--- src/hdl/voxel_ray_traversal_macros.svh ---
// Assertion macros shared by the voxel ray traversal RTL.
`ifndef VOXEL_RAY_TRAVERSAL_MACROS_SVH
`define VOXEL_RAY_TRAVERSAL_MACROS_SVH
`ifndef SYNTHESIS
`define VRT_ASSERT_IMP(label, clk, rstn, ante, cons) \
    label: assert property (@(posedge clk) disable iff (!rstn) (ante) |-> (cons)) \
        else $error("voxel_ray_traversal: same-cycle check failed");
`define VRT_ASSERT_NXT(label, clk, rstn, ante, cons) \
    label: assert property (@(posedge clk) disable iff (!rstn) (ante) |=> (cons)) \
        else $error("voxel_ray_traversal: next-cycle check failed");
`else
`define VRT_ASSERT_IMP(label, clk, rstn, ante, cons)
`define VRT_ASSERT_NXT(label, clk, rstn, ante, cons)
`endif
`endif

--- src/hdl/vrt_pkg.sv ---
// Shared types, constants and helpers of the voxel ray traversal block.
package vrt_pkg;

    localparam int DEF_GRID_SIZE = 32;
    localparam int FRAC_BITS     = 8;
    localparam int T_FRAC        = 16;
    localparam int DIR_FRAC      = 14;
    localparam int T_SHIFT       = DIR_FRAC + T_FRAC - FRAC_BITS;

    localparam int VOX_IN_W = 5;
    localparam int ORG_W    = 13;
    localparam int DIR_W    = 16;
    localparam int DIST_W   = 15;
    localparam int POS_W    = 14;
    localparam int FACE_W   = 3;

    localparam int NMAG_W   = 15;
    localparam int MAG2_W   = 32;
    localparam int ROOT_W   = 24;
    localparam int NUM_W    = 38;
    localparam int DEN_W    = 24;
    localparam int T_W      = 34;
    localparam int TLIM_W   = DIST_W + T_FRAC - FRAC_BITS;
    localparam int V_W      = 10;
    localparam int PROD_W   = NMAG_W + TLIM_W;
    localparam int P_W      = 20;

    localparam int IN_TDATA_W  = 120;
    localparam int OUT_TDATA_W = 48;

    localparam logic [NMAG_W-1:0] DIR_ONE = NMAG_W'(16384);
    localparam logic [T_W-1:0]    T_INF   = T_W'(1) << (T_W - 1);

    localparam logic [1:0] AXIS_X = 2'd0;
    localparam logic [1:0] AXIS_Y = 2'd1;
    localparam logic [1:0] AXIS_Z = 2'd2;

    typedef enum logic [1:0] {
        DIV_NORM   = 2'd0,
        DIV_TDELTA = 2'd1,
        DIV_TMAX   = 2'd2
    } div_op_t;

    typedef struct packed {
        logic                action;
        logic [VOX_IN_W-1:0] voxel_x;
        logic [VOX_IN_W-1:0] voxel_y;
        logic [VOX_IN_W-1:0] voxel_z;
        logic                solid_bit;
        logic [ORG_W-1:0]    origin_x;
        logic [ORG_W-1:0]    origin_y;
        logic [ORG_W-1:0]    origin_z;
        logic [DIR_W-1:0]    dir_x;
        logic [DIR_W-1:0]    dir_y;
        logic [DIR_W-1:0]    dir_z;
        logic [DIST_W-1:0]   max_dist;
    } in_item_t;

    typedef struct packed {
        logic              hit;
        logic [POS_W-1:0]  hit_x;
        logic [POS_W-1:0]  hit_y;
        logic [POS_W-1:0]  hit_z;
        logic [FACE_W-1:0] hit_face;
    } out_item_t;

    typedef struct packed {
        logic       load;
        logic       clr_write;
        logic       wr_read;
        logic       wr_write;
        logic       sq_acc;
        logic       sqrt_start;
        logic       div_start;
        logic       div_store;
        div_op_t    div_op;
        logic [1:0] axis;
        logic       look;
        logic       step;
        logic       set_hit;
        logic       hit_mul;
        logic       hit_add;
        logic       emit;
    } vrt_cmd_t;

    typedef struct packed {
        logic clr_last;
        logic sqrt_idle;
        logic div_idle;
        logic t_lt_lim;
        logic solid;
        logic all_inf;
        logic out_free;
    } vrt_sts_t;

    // Magnitude of a signed direction word.
    function automatic logic [DIR_W-1:0] abs_dir(input logic signed [DIR_W-1:0] v);
        logic signed [DIR_W:0] w;
        w = {v[DIR_W-1], v};
        if (w < 0)
        begin
            w = -w;
        end
        return w[DIR_W-1:0];
    endfunction

    // Entry face code: +x 1, -x 2, +y 3, -y 4, +z 5, -z 6.
    function automatic logic [FACE_W-1:0] face_code(input logic [1:0] axis, input logic pos);
        return FACE_W'({axis, 1'b0}) + (pos ? FACE_W'(2) : FACE_W'(1));
    endfunction

endpackage

--- src/hdl/vrt_ctrl.sv ---
// Controller: sequences clearing, voxel writes, ray setup, the walk and the result.
module vrt_ctrl import vrt_pkg::*; (
    input  logic     clk,
    input  logic     rst_n,
    input  logic     in_valid,
    input  logic     in_action,
    output logic     in_ready,
    input  vrt_sts_t sts,
    output vrt_cmd_t cmd
);

    typedef enum logic [13:0] {
        ST_CLEAR   = 14'b00000000000001,
        ST_IDLE    = 14'b00000000000010,
        ST_WR_RD   = 14'b00000000000100,
        ST_WR_WB   = 14'b00000000001000,
        ST_MAG     = 14'b00000000010000,
        ST_SQRT    = 14'b00000000100000,
        ST_NORM    = 14'b00000001000000,
        ST_TDELTA  = 14'b00000010000000,
        ST_TMAX    = 14'b00000100000000,
        ST_CHECK   = 14'b00001000000000,
        ST_LOOK    = 14'b00010000000000,
        ST_HIT_MUL = 14'b00100000000000,
        ST_HIT_ADD = 14'b01000000000000,
        ST_EMIT    = 14'b10000000000000
    } state_t;

    state_t     state_reg, state_next;
    logic [1:0] axis_reg, axis_next;
    logic       go_reg, go_next;

    always_ff @(posedge clk or negedge rst_n)
    begin
        if (!rst_n)
        begin
            state_reg <= ST_CLEAR;
            axis_reg  <= AXIS_X;
            go_reg    <= 1'b0;
        end
        else
        begin
            state_reg <= state_next;
            axis_reg  <= axis_next;
            go_reg    <= go_next;
        end
    end

    always_comb
    begin
        state_next = state_reg;
        axis_next  = axis_reg;
        go_next    = 1'b0;
        in_ready   = 1'b0;
        cmd        = '0;
        cmd.axis   = axis_reg;
        case (state_reg)
            ST_CLEAR:
            begin
                cmd.clr_write = 1'b1;
                if (sts.clr_last)
                begin
                    state_next = ST_IDLE;
                end
            end
            ST_IDLE:
            begin
                in_ready = 1'b1;
                if (in_valid)
                begin
                    cmd.load   = 1'b1;
                    axis_next  = AXIS_X;
                    state_next = in_action ? ST_MAG : ST_WR_RD;
                end
            end
            ST_WR_RD:
            begin
                cmd.wr_read = 1'b1;
                state_next  = ST_WR_WB;
            end
            ST_WR_WB:
            begin
                cmd.wr_write = 1'b1;
                state_next   = ST_IDLE;
            end
            ST_MAG:
            begin
                cmd.sq_acc = 1'b1;
                if (axis_reg == AXIS_Z)
                begin
                    state_next = ST_SQRT;
                    go_next    = 1'b1;
                end
                else
                begin
                    axis_next = axis_reg + 2'd1;
                end
            end
            ST_SQRT:
            begin
                if (go_reg)
                begin
                    cmd.sqrt_start = 1'b1;
                end
                else if (sts.sqrt_idle)
                begin
                    state_next = ST_NORM;
                    axis_next  = AXIS_X;
                    go_next    = 1'b1;
                end
            end
            ST_NORM, ST_TDELTA, ST_TMAX:
            begin
                cmd.div_op = (state_reg == ST_NORM) ? DIV_NORM :
                             ((state_reg == ST_TDELTA) ? DIV_TDELTA : DIV_TMAX);
                if (go_reg)
                begin
                    cmd.div_start = 1'b1;
                end
                else if (sts.div_idle)
                begin
                    cmd.div_store = 1'b1;
                    go_next       = 1'b1;
                    if (axis_reg == AXIS_Z)
                    begin
                        axis_next  = AXIS_X;
                        state_next = (state_reg == ST_NORM)   ? ST_TDELTA :
                                     ((state_reg == ST_TDELTA) ? ST_TMAX : ST_CHECK);
                    end
                    else
                    begin
                        axis_next = axis_reg + 2'd1;
                    end
                end
            end
            ST_CHECK:
            begin
                if (sts.t_lt_lim)
                begin
                    cmd.look   = 1'b1;
                    state_next = ST_LOOK;
                end
                else
                begin
                    state_next = ST_EMIT;
                end
            end
            ST_LOOK:
            begin
                if (sts.solid)
                begin
                    cmd.set_hit = 1'b1;
                    axis_next   = AXIS_X;
                    state_next  = ST_HIT_MUL;
                end
                else if (sts.all_inf)
                begin
                    state_next = ST_EMIT;
                end
                else
                begin
                    cmd.step   = 1'b1;
                    state_next = ST_CHECK;
                end
            end
            ST_HIT_MUL:
            begin
                cmd.hit_mul = 1'b1;
                state_next  = ST_HIT_ADD;
            end
            ST_HIT_ADD:
            begin
                cmd.hit_add = 1'b1;
                if (axis_reg == AXIS_Z)
                begin
                    state_next = ST_EMIT;
                end
                else
                begin
                    axis_next  = axis_reg + 2'd1;
                    state_next = ST_HIT_MUL;
                end
            end
            ST_EMIT:
            begin
                if (sts.out_free)
                begin
                    cmd.emit   = 1'b1;
                    state_next = ST_IDLE;
                end
            end
            default:
            begin
                state_next = ST_IDLE;
            end
        endcase
    end

endmodule

--- config.mk ---
export PLATFORM = sky130hd
export DESIGN_NAME = vrt_ctrl
export DESIGN_NICKNAME = d
export VERILOG_FILES = /design/src/hdl/voxel_ray_traversal_macros.svh /design/src/hdl/vrt_pkg.sv /design/src/hdl/vrt_ctrl.sv
export SDC_FILE = /design/constraint.sdc
export NUM_CORES = 1
export LEC_CHECK = 0
export BUFFER_PORTS_ARGS = -buffer_cell sky130_fd_sc_hd__clkbuf_2
export CAP_MARGIN = 40
export CORE_MARGIN = 1.5
export CORE_UTILIZATION = 40
export DETAILED_ROUTE_END_ITERATION = 16
export SYNTH_ARGS = -nofsm -noshare
export SYNTH_HDL_FRONTEND = slang
export SYNTH_SLANG_ARGS = --single-unit
--- constraint.sdc ---
create_clock -name clk -period 3.71 [get_ports clk]
set_clock_uncertainty 0.1 [all_clocks]
set_input_delay 0.5565 -clock clk [delete_from_list [all_inputs] [get_ports clk]]
set_output_delay 0.5565 -clock clk [all_outputs]
set_load 0.03 [all_outputs]
==> metrics.md, run 1 <==
| Metric | Value |
|---|---|
| Status | `complete, no violations` |
| Num rows | `20` |
| Core Box Area | `3030 µm²` |
| Sequential area share after synthesis | `34.0%` |
| Finished Core Util | `48.2%` |
| H-tree Lvls | `1` |
| Top sig layer | `met4` |
| Die width | `59.0 µm` |
| Worst-path cell chain | `nor4_4 > nand3_1 > or3_1 > nor3b_2 > clkbuf_2` |
| Final non-filler cell total | `203` |
| DP Cell Count | `199` |
| Fin. Hold Viols | `0` |
| Largest net degree at the start of global routing | `18` |
| Max reg flops | `14` |
| Starting Density | `41.5%` |
| Unrepaired setup endpoints after global routing | `no` |
| DR vias | `1,122` |
| Post-Syn Area | `1260 µm²` |
| Wl on met1 | `1410 µm` |
| Worst relative slew slack | `56.7%` |
| ANT nets after route | `0` |
| Synth area leader | `dfrtp_1` |
| Synth area leaders | `dfrtp_1 32%, mux2_4 3.6%, nor4_4 3.4%` |
| Routability Congestion | `0.933` |
| Initial antenna violation count | `0` |
| Power density cells | `536 nW/µm²` |
| Die footprint | `3490 µm²` |
| WL final | `2990 µm` |
| WP data required | `3050 ps` |
| Setup CP Type | `register to output pin` |
| Netlist cell types | `53` |
| First-pass GRT wire length | `4830 µm` |
| FFs w/ async S/R, synth | `100%` |
| Max-slew violations | `0` |
| DR WL met2 | `1450 µm` |
| Setup TNS | `0 ps` |
| Post-CTS setup buffers | `0` |
| Fin Hold WS | `88.7 ps` |
| Max stage delay on crit path | `560 ps` |
| Synth top area share | `31.9%` |
| Top Ports | `30` |
| EDFF count, synth | `0` |
| Grt total ovfl | `0` |
| #FFs+latches synth | `17` |
| Yosys warning total | `0` |
| Hold Crit Class | `input port to async pin` |
| DP HPWL | `2380 µm` |
| P_sw | `0.000364 W` |
| Fmax | `0.317 GHz` |
| Post-DR vias/cell | `5.53` |
| Synth Net Count | `143` |
| Fraction of layout cells with a size suffix above 1 | `34.0%` |
| Sequential Power Share | `31.1%` |
| CP Launch Type | `register` |
| Ys flop type | `dfrtp_1` |
| Mean post-synth cell area | `9.74 µm²` |
| Syn-to-layout area delta | `16.2%` |
| Pleak | `0.741 nW` |
| CTS Root Cell | `clkbuf_4` |
| Sw Share | `46.5%` |
| Crit path max-delay family | `simple AND/OR/NAND/NOR gates` |
| Die Ht | `59.0 µm` |
| Tightest Pin Transition | `640 ps` |
| Logic pwr share | `56.2%` |
| ANT cells | `0` |
| Int Power | `0.000419 W` |
| Final Setup Violations | `0` |
| Minimum clock period | `3160 ps` |
| Number of max-cap violations | `0` |
| Routed WL per cell | `14.7 µm` |
| PortBufs | `29` |
| 1st-iter DRT viols | `46` |
| Total track usage | `18.4%` |
| Clk sinks | `17` |
| Peak supply drop | `0.220 mV` |
| Clock power share | `12.7%` |
| DRC Markers | `0` |
| Worst skew pair latency | `290 ps` |
| Vias in the first global route | `998` |
| Hold Buf Count CTS | `0` |
| CP Buf/Inv Count | `1` |
| CTS tree | `done` |
| Slowest CP cell | `nor4_4` |
| Crit path capture type | `output pin` |
| CTS Buffer Depth | `2` |
| Final Net Count | `174` |
| Resize count post-CTS | `0` |
| Critical path fanouts, max | `10` |
| Gate Count Post-Synth | `129` |
| First drt pass iteration count | `4` |
| Met3 WL | `107 µm` |
| Worst Path Arrival | `2500 ps` |
| Period utilisation layout | `85.1%` |
| Clock slew at reported path FFs | `100 ps` |
| CTS Buf Count | `3` |
-- through the flow --
| stage | worst slack (ps) | power [W] | instance area [µm²] |
|---|---|---|---|
| after floorplan | 879 | 0.000580 | 1260 |
| after global placement | 914 | 0.000676 | 1430 |
| after detailed placement | 898 | 0.000684 | 1430 |
| after CTS | 563 | 0.000788 | 1460 |
| after global routing | 431 | 0.000842 | 1460 |
| final | 552 | 0.000783 | 1460 |
-- metal layers --
| layer | up-vias | global-route usage, % |
|---|---|---|
| li1 | 545 | - |
| met1 | 552 | 26.0 |
| met2 | 23 | 28.9 |
| met3 | 2 | 3.93 |
| met4 | 0 | 3.90 |
| met5 | - | 0 |
-- cell usage in the layout, fill, tap and decap left out, types with 2 or more instances in the layout --
master,instances
nand3_1,3
a22oi_1,2
and3_1,5
nor3b_1,5
and2_1,2
nor4b_1,3
clkbuf_4,3
nor4_1,2
xor2_1,2
a31oi_1,2
ha_1,3
mux2_4,3
or2_2,2
nor3_1,7
a211o_1,2
a22o_1,2
nor4_4,2
nor2_2,2
inv_1,8
o22ai_1,2
nand4_1,4
nand2_1,7
mux2i_1,2
o21ai_1,2
nor2_1,10
dfrtp_1,16
clkbuf_2,29
-- final cells by class --
type | count | area (µm²)
well taps | 44 | 55.1
flip-flops and latches | 17 | 427
clock buffers | 4 | 26.3
repair buffers | 30 | 153
fillers | 292 | 1570
inverters | 8 | 30.0
multi-input cells | 100 | 769
-- cell families (layout without fill, tap and decap cells) --
family | count (synthesis) | in the layout | synth area share (%)
xor gates and xnor gates | 3 | 3 | 2.09
AOI/OAI and AO/OA | 22 | 22 | 14.9
DFF | 17 | 17 | 34.0
and+or+nand+nor | 67 | 67 | 36.1
muxes | 5 | 5 | 5.18
buffers and inverters | 12 | 42 | 4.78
adders and majority gates | 3 | 3 | 2.99
-- path summary, 6_finish.rpt --
check | slack [ps] | startpoint | depth (start not counted) | endpoint
min in group clk | 290 | sts[6] | 2 | state_reg[0]
max in group asynchronous | 3080 | rst_n | 1 | state_reg[0]
worst min-delay path | 90 | rst_n | 1 | state_reg[11]
worst min register to register | 500 | axis_reg[0] | 1 | axis_reg[0]
worst max-delay path | 550 | state_reg[11] | 5 | cmd[15]
worst max register to register | 1160 | state_reg[11] | 6 | state_reg[7]
-- cells in the mapped netlist (all sizes together) (3+ instances only) --
master and n:
inv 8, ha 3, nor2 12, mux2 3
nor3 7, nand2 7, dfrtp 16, nor4 5
nand4 4, nor4b 3, nand3 4, o21ai 4
buf 3, nor3b 6, and3 6
-- power by group through the flow --
stage,sequential (W),clock [W],combinational (W)
final,0.000243,0.0000992,0.000440
after global routing,0.000248,0.000116,0.000477
after CTS,0.000243,0.000105,0.000440
after detailed placement,0.000247,0,0.000437
after global placement,0.000244,0,0.000432
after floorplan,0.000252,0,0.000327
Power figures use the tool's default switching activity.
==> inputs of run 2 (changes only) <==
Settings changed: MAX_ROUTING_LAYER set to met4.
==> run 2 against run 1 <==
Against the previous run: global-route usage increased by 0.50 points; critical path depth unchanged; count of clock-buffer cells in the layout unchanged; fmax about the same; flip-flop and latch count unchanged; final cell count unchanged; non-clock buffer count unchanged; utilization unchanged; register-to-register slack about the same; combinational power about the same; via count decreased by 1.2%; critical endpoint unchanged.
==> metrics.md, run 2 (same netlist as run 1, synthesis figures left out) <==
| Metric | Value |
|---|---|
| Finished Core Util | `48.2%` |
| Worst relative slew slack | `56.7%` |
| DRC Markers | `0` |
| DP Cell Count | `199` |
| CTS Root Cell | `clkbuf_4` |
| Critical path fanouts, max | `10` |
| H-tree Lvls | `1` |
| WP data required | `3050 ps` |
| Max-slew violations | `0` |
| Max reg flops | `14` |
| Post-CTS setup buffers | `0` |
| CTS Buf Count | `3` |
| ANT cells | `0` |
| Unrepaired setup endpoints after global routing | `no` |
| Final non-filler cell total | `203` |
| Die Ht | `59.0 µm` |
| Status | `complete, no violations` |
| Num rows | `20` |
| Initial antenna violation count | `0` |
| Tightest Pin Transition | `640 ps` |
| Final Net Count | `174` |
| Number of max-cap violations | `0` |
| Total track usage | `18.9%` |
| Clk sinks | `17` |
| Period utilisation layout | `85.1%` |
| Clock slew at reported path FFs | `100 ps` |
| Commonest non-fill, non-tap cells in the layout | `29 x clkbuf_2, 16 x dfrtp_1, 10 x nor2_1` |
| Minimum clock period | `3160 ps` |
| CP Launch Type | `register` |
| Syn-to-layout area delta | `16.2%` |
| Post-DR vias/cell | `5.46` |
| Die width | `59.0 µm` |
| CTS Buffer Depth | `2` |
| CTS tree | `done` |
| DR vias | `1,108` |
| Peak supply drop | `0.220 mV` |
| Vias in the first global route | `1,001` |
| Crit path capture type | `output pin` |
| Resize count post-CTS | `0` |
| Core Box Area | `3030 µm²` |
| WL final | `2980 µm` |
| DP HPWL | `2380 µm` |
| First drt pass iteration count | `4` |
| Fin. Hold Viols | `0` |
| PortBufs | `29` |
| Worst skew pair latency | `290 ps` |
| Commonest non-fill, non-tap cell in the layout | `clkbuf_2` |
| Largest net degree at the start of global routing | `18` |
| Final Setup Violations | `0` |
| Fraction of layout cells with a size suffix above 1 | `34.0%` |
| Hold Crit Class | `input port to async pin` |
| 1st-iter DRT viols | `54` |
| Die footprint | `3490 µm²` |
| Routed WL per cell | `14.7 µm` |
| Hold Buf Count CTS | `0` |
| Setup CP Type | `register to output pin` |
| Routability Congestion | `0.950` |
| Starting Density | `41.5%` |
| Fmax | `0.317 GHz` |
| Grt total ovfl | `0` |
| Pleak | `0.741 nW` |
| Worst Path Arrival | `2500 ps` |
| Total power | `0.000783 W` |
| First-pass GRT wire length | `4830 µm` |
| Top Ports | `30` |
| Setup TNS | `0 ps` |
| Pre-CTS WS | `898 ps` |
| Power density cells | `536 nW/µm²` |
| ANT nets after route | `0` |
| Post-route setup slack | `554 ps` |
[run 2: metal layers]
layer	share of wire (%)	track usage, %	vias to the layer above
met5	0	-	-
met4	0.70	3.90	0
met3	4.2	3.93	2
met2	48	29.2	24
met1	47	25.6	539
li1	-	-	543
[run 2: area by class of cell]
cell class                 count  area [µm²]
inverter                       8        30.0
clock buffer                   4        26.3
fill                         292        1570
tap                           44        55.1
multi-input combinational    100         769
sequential                    17         427
timing repair buffer          30         153
[run 2: per-stage QoR]
step                cell area, µm²  hold slack [ps]
detailed placement            1430              420
global placement              1430              424
CTS                           1460             92.9
floorplan                     1260              161
finish                        1460             85.9
global route                  1460             94.7
[run 2: report_power, final]
part	leakage, nW	switching (W)	total (W)	internal, W
Clock	0.0150	0.0000580	0.0000999	0.0000419
Combinational	0.497	0.000272	0.000440	0.000168
Sequential	0.230	0.0000348	0.000243	0.000208
[run 2: worst max-delay path, cell delays in order, from the launching register on]
cell and delay [ps]:
dfrtp_1 490, nor4_4 560, nand3_1 220, or3_1 410, nor3b_2 270, clkbuf_2 250
[run 2: worst paths after layout]
kind                                    start       endpoint  slack, ps  depth (start not counted)
worst min register to register    axis_reg[0]    axis_reg[0]        500                          1
min in group clk                       sts[6]   state_reg[0]        280                          2
worst max-delay path            state_reg[11]        cmd[15]        550                          5
worst min-delay path                    rst_n  state_reg[11]         90                          1
worst max register to register  state_reg[11]   state_reg[7]       1170                          6
max in group asynchronous               rst_n   state_reg[0]       3090                          1
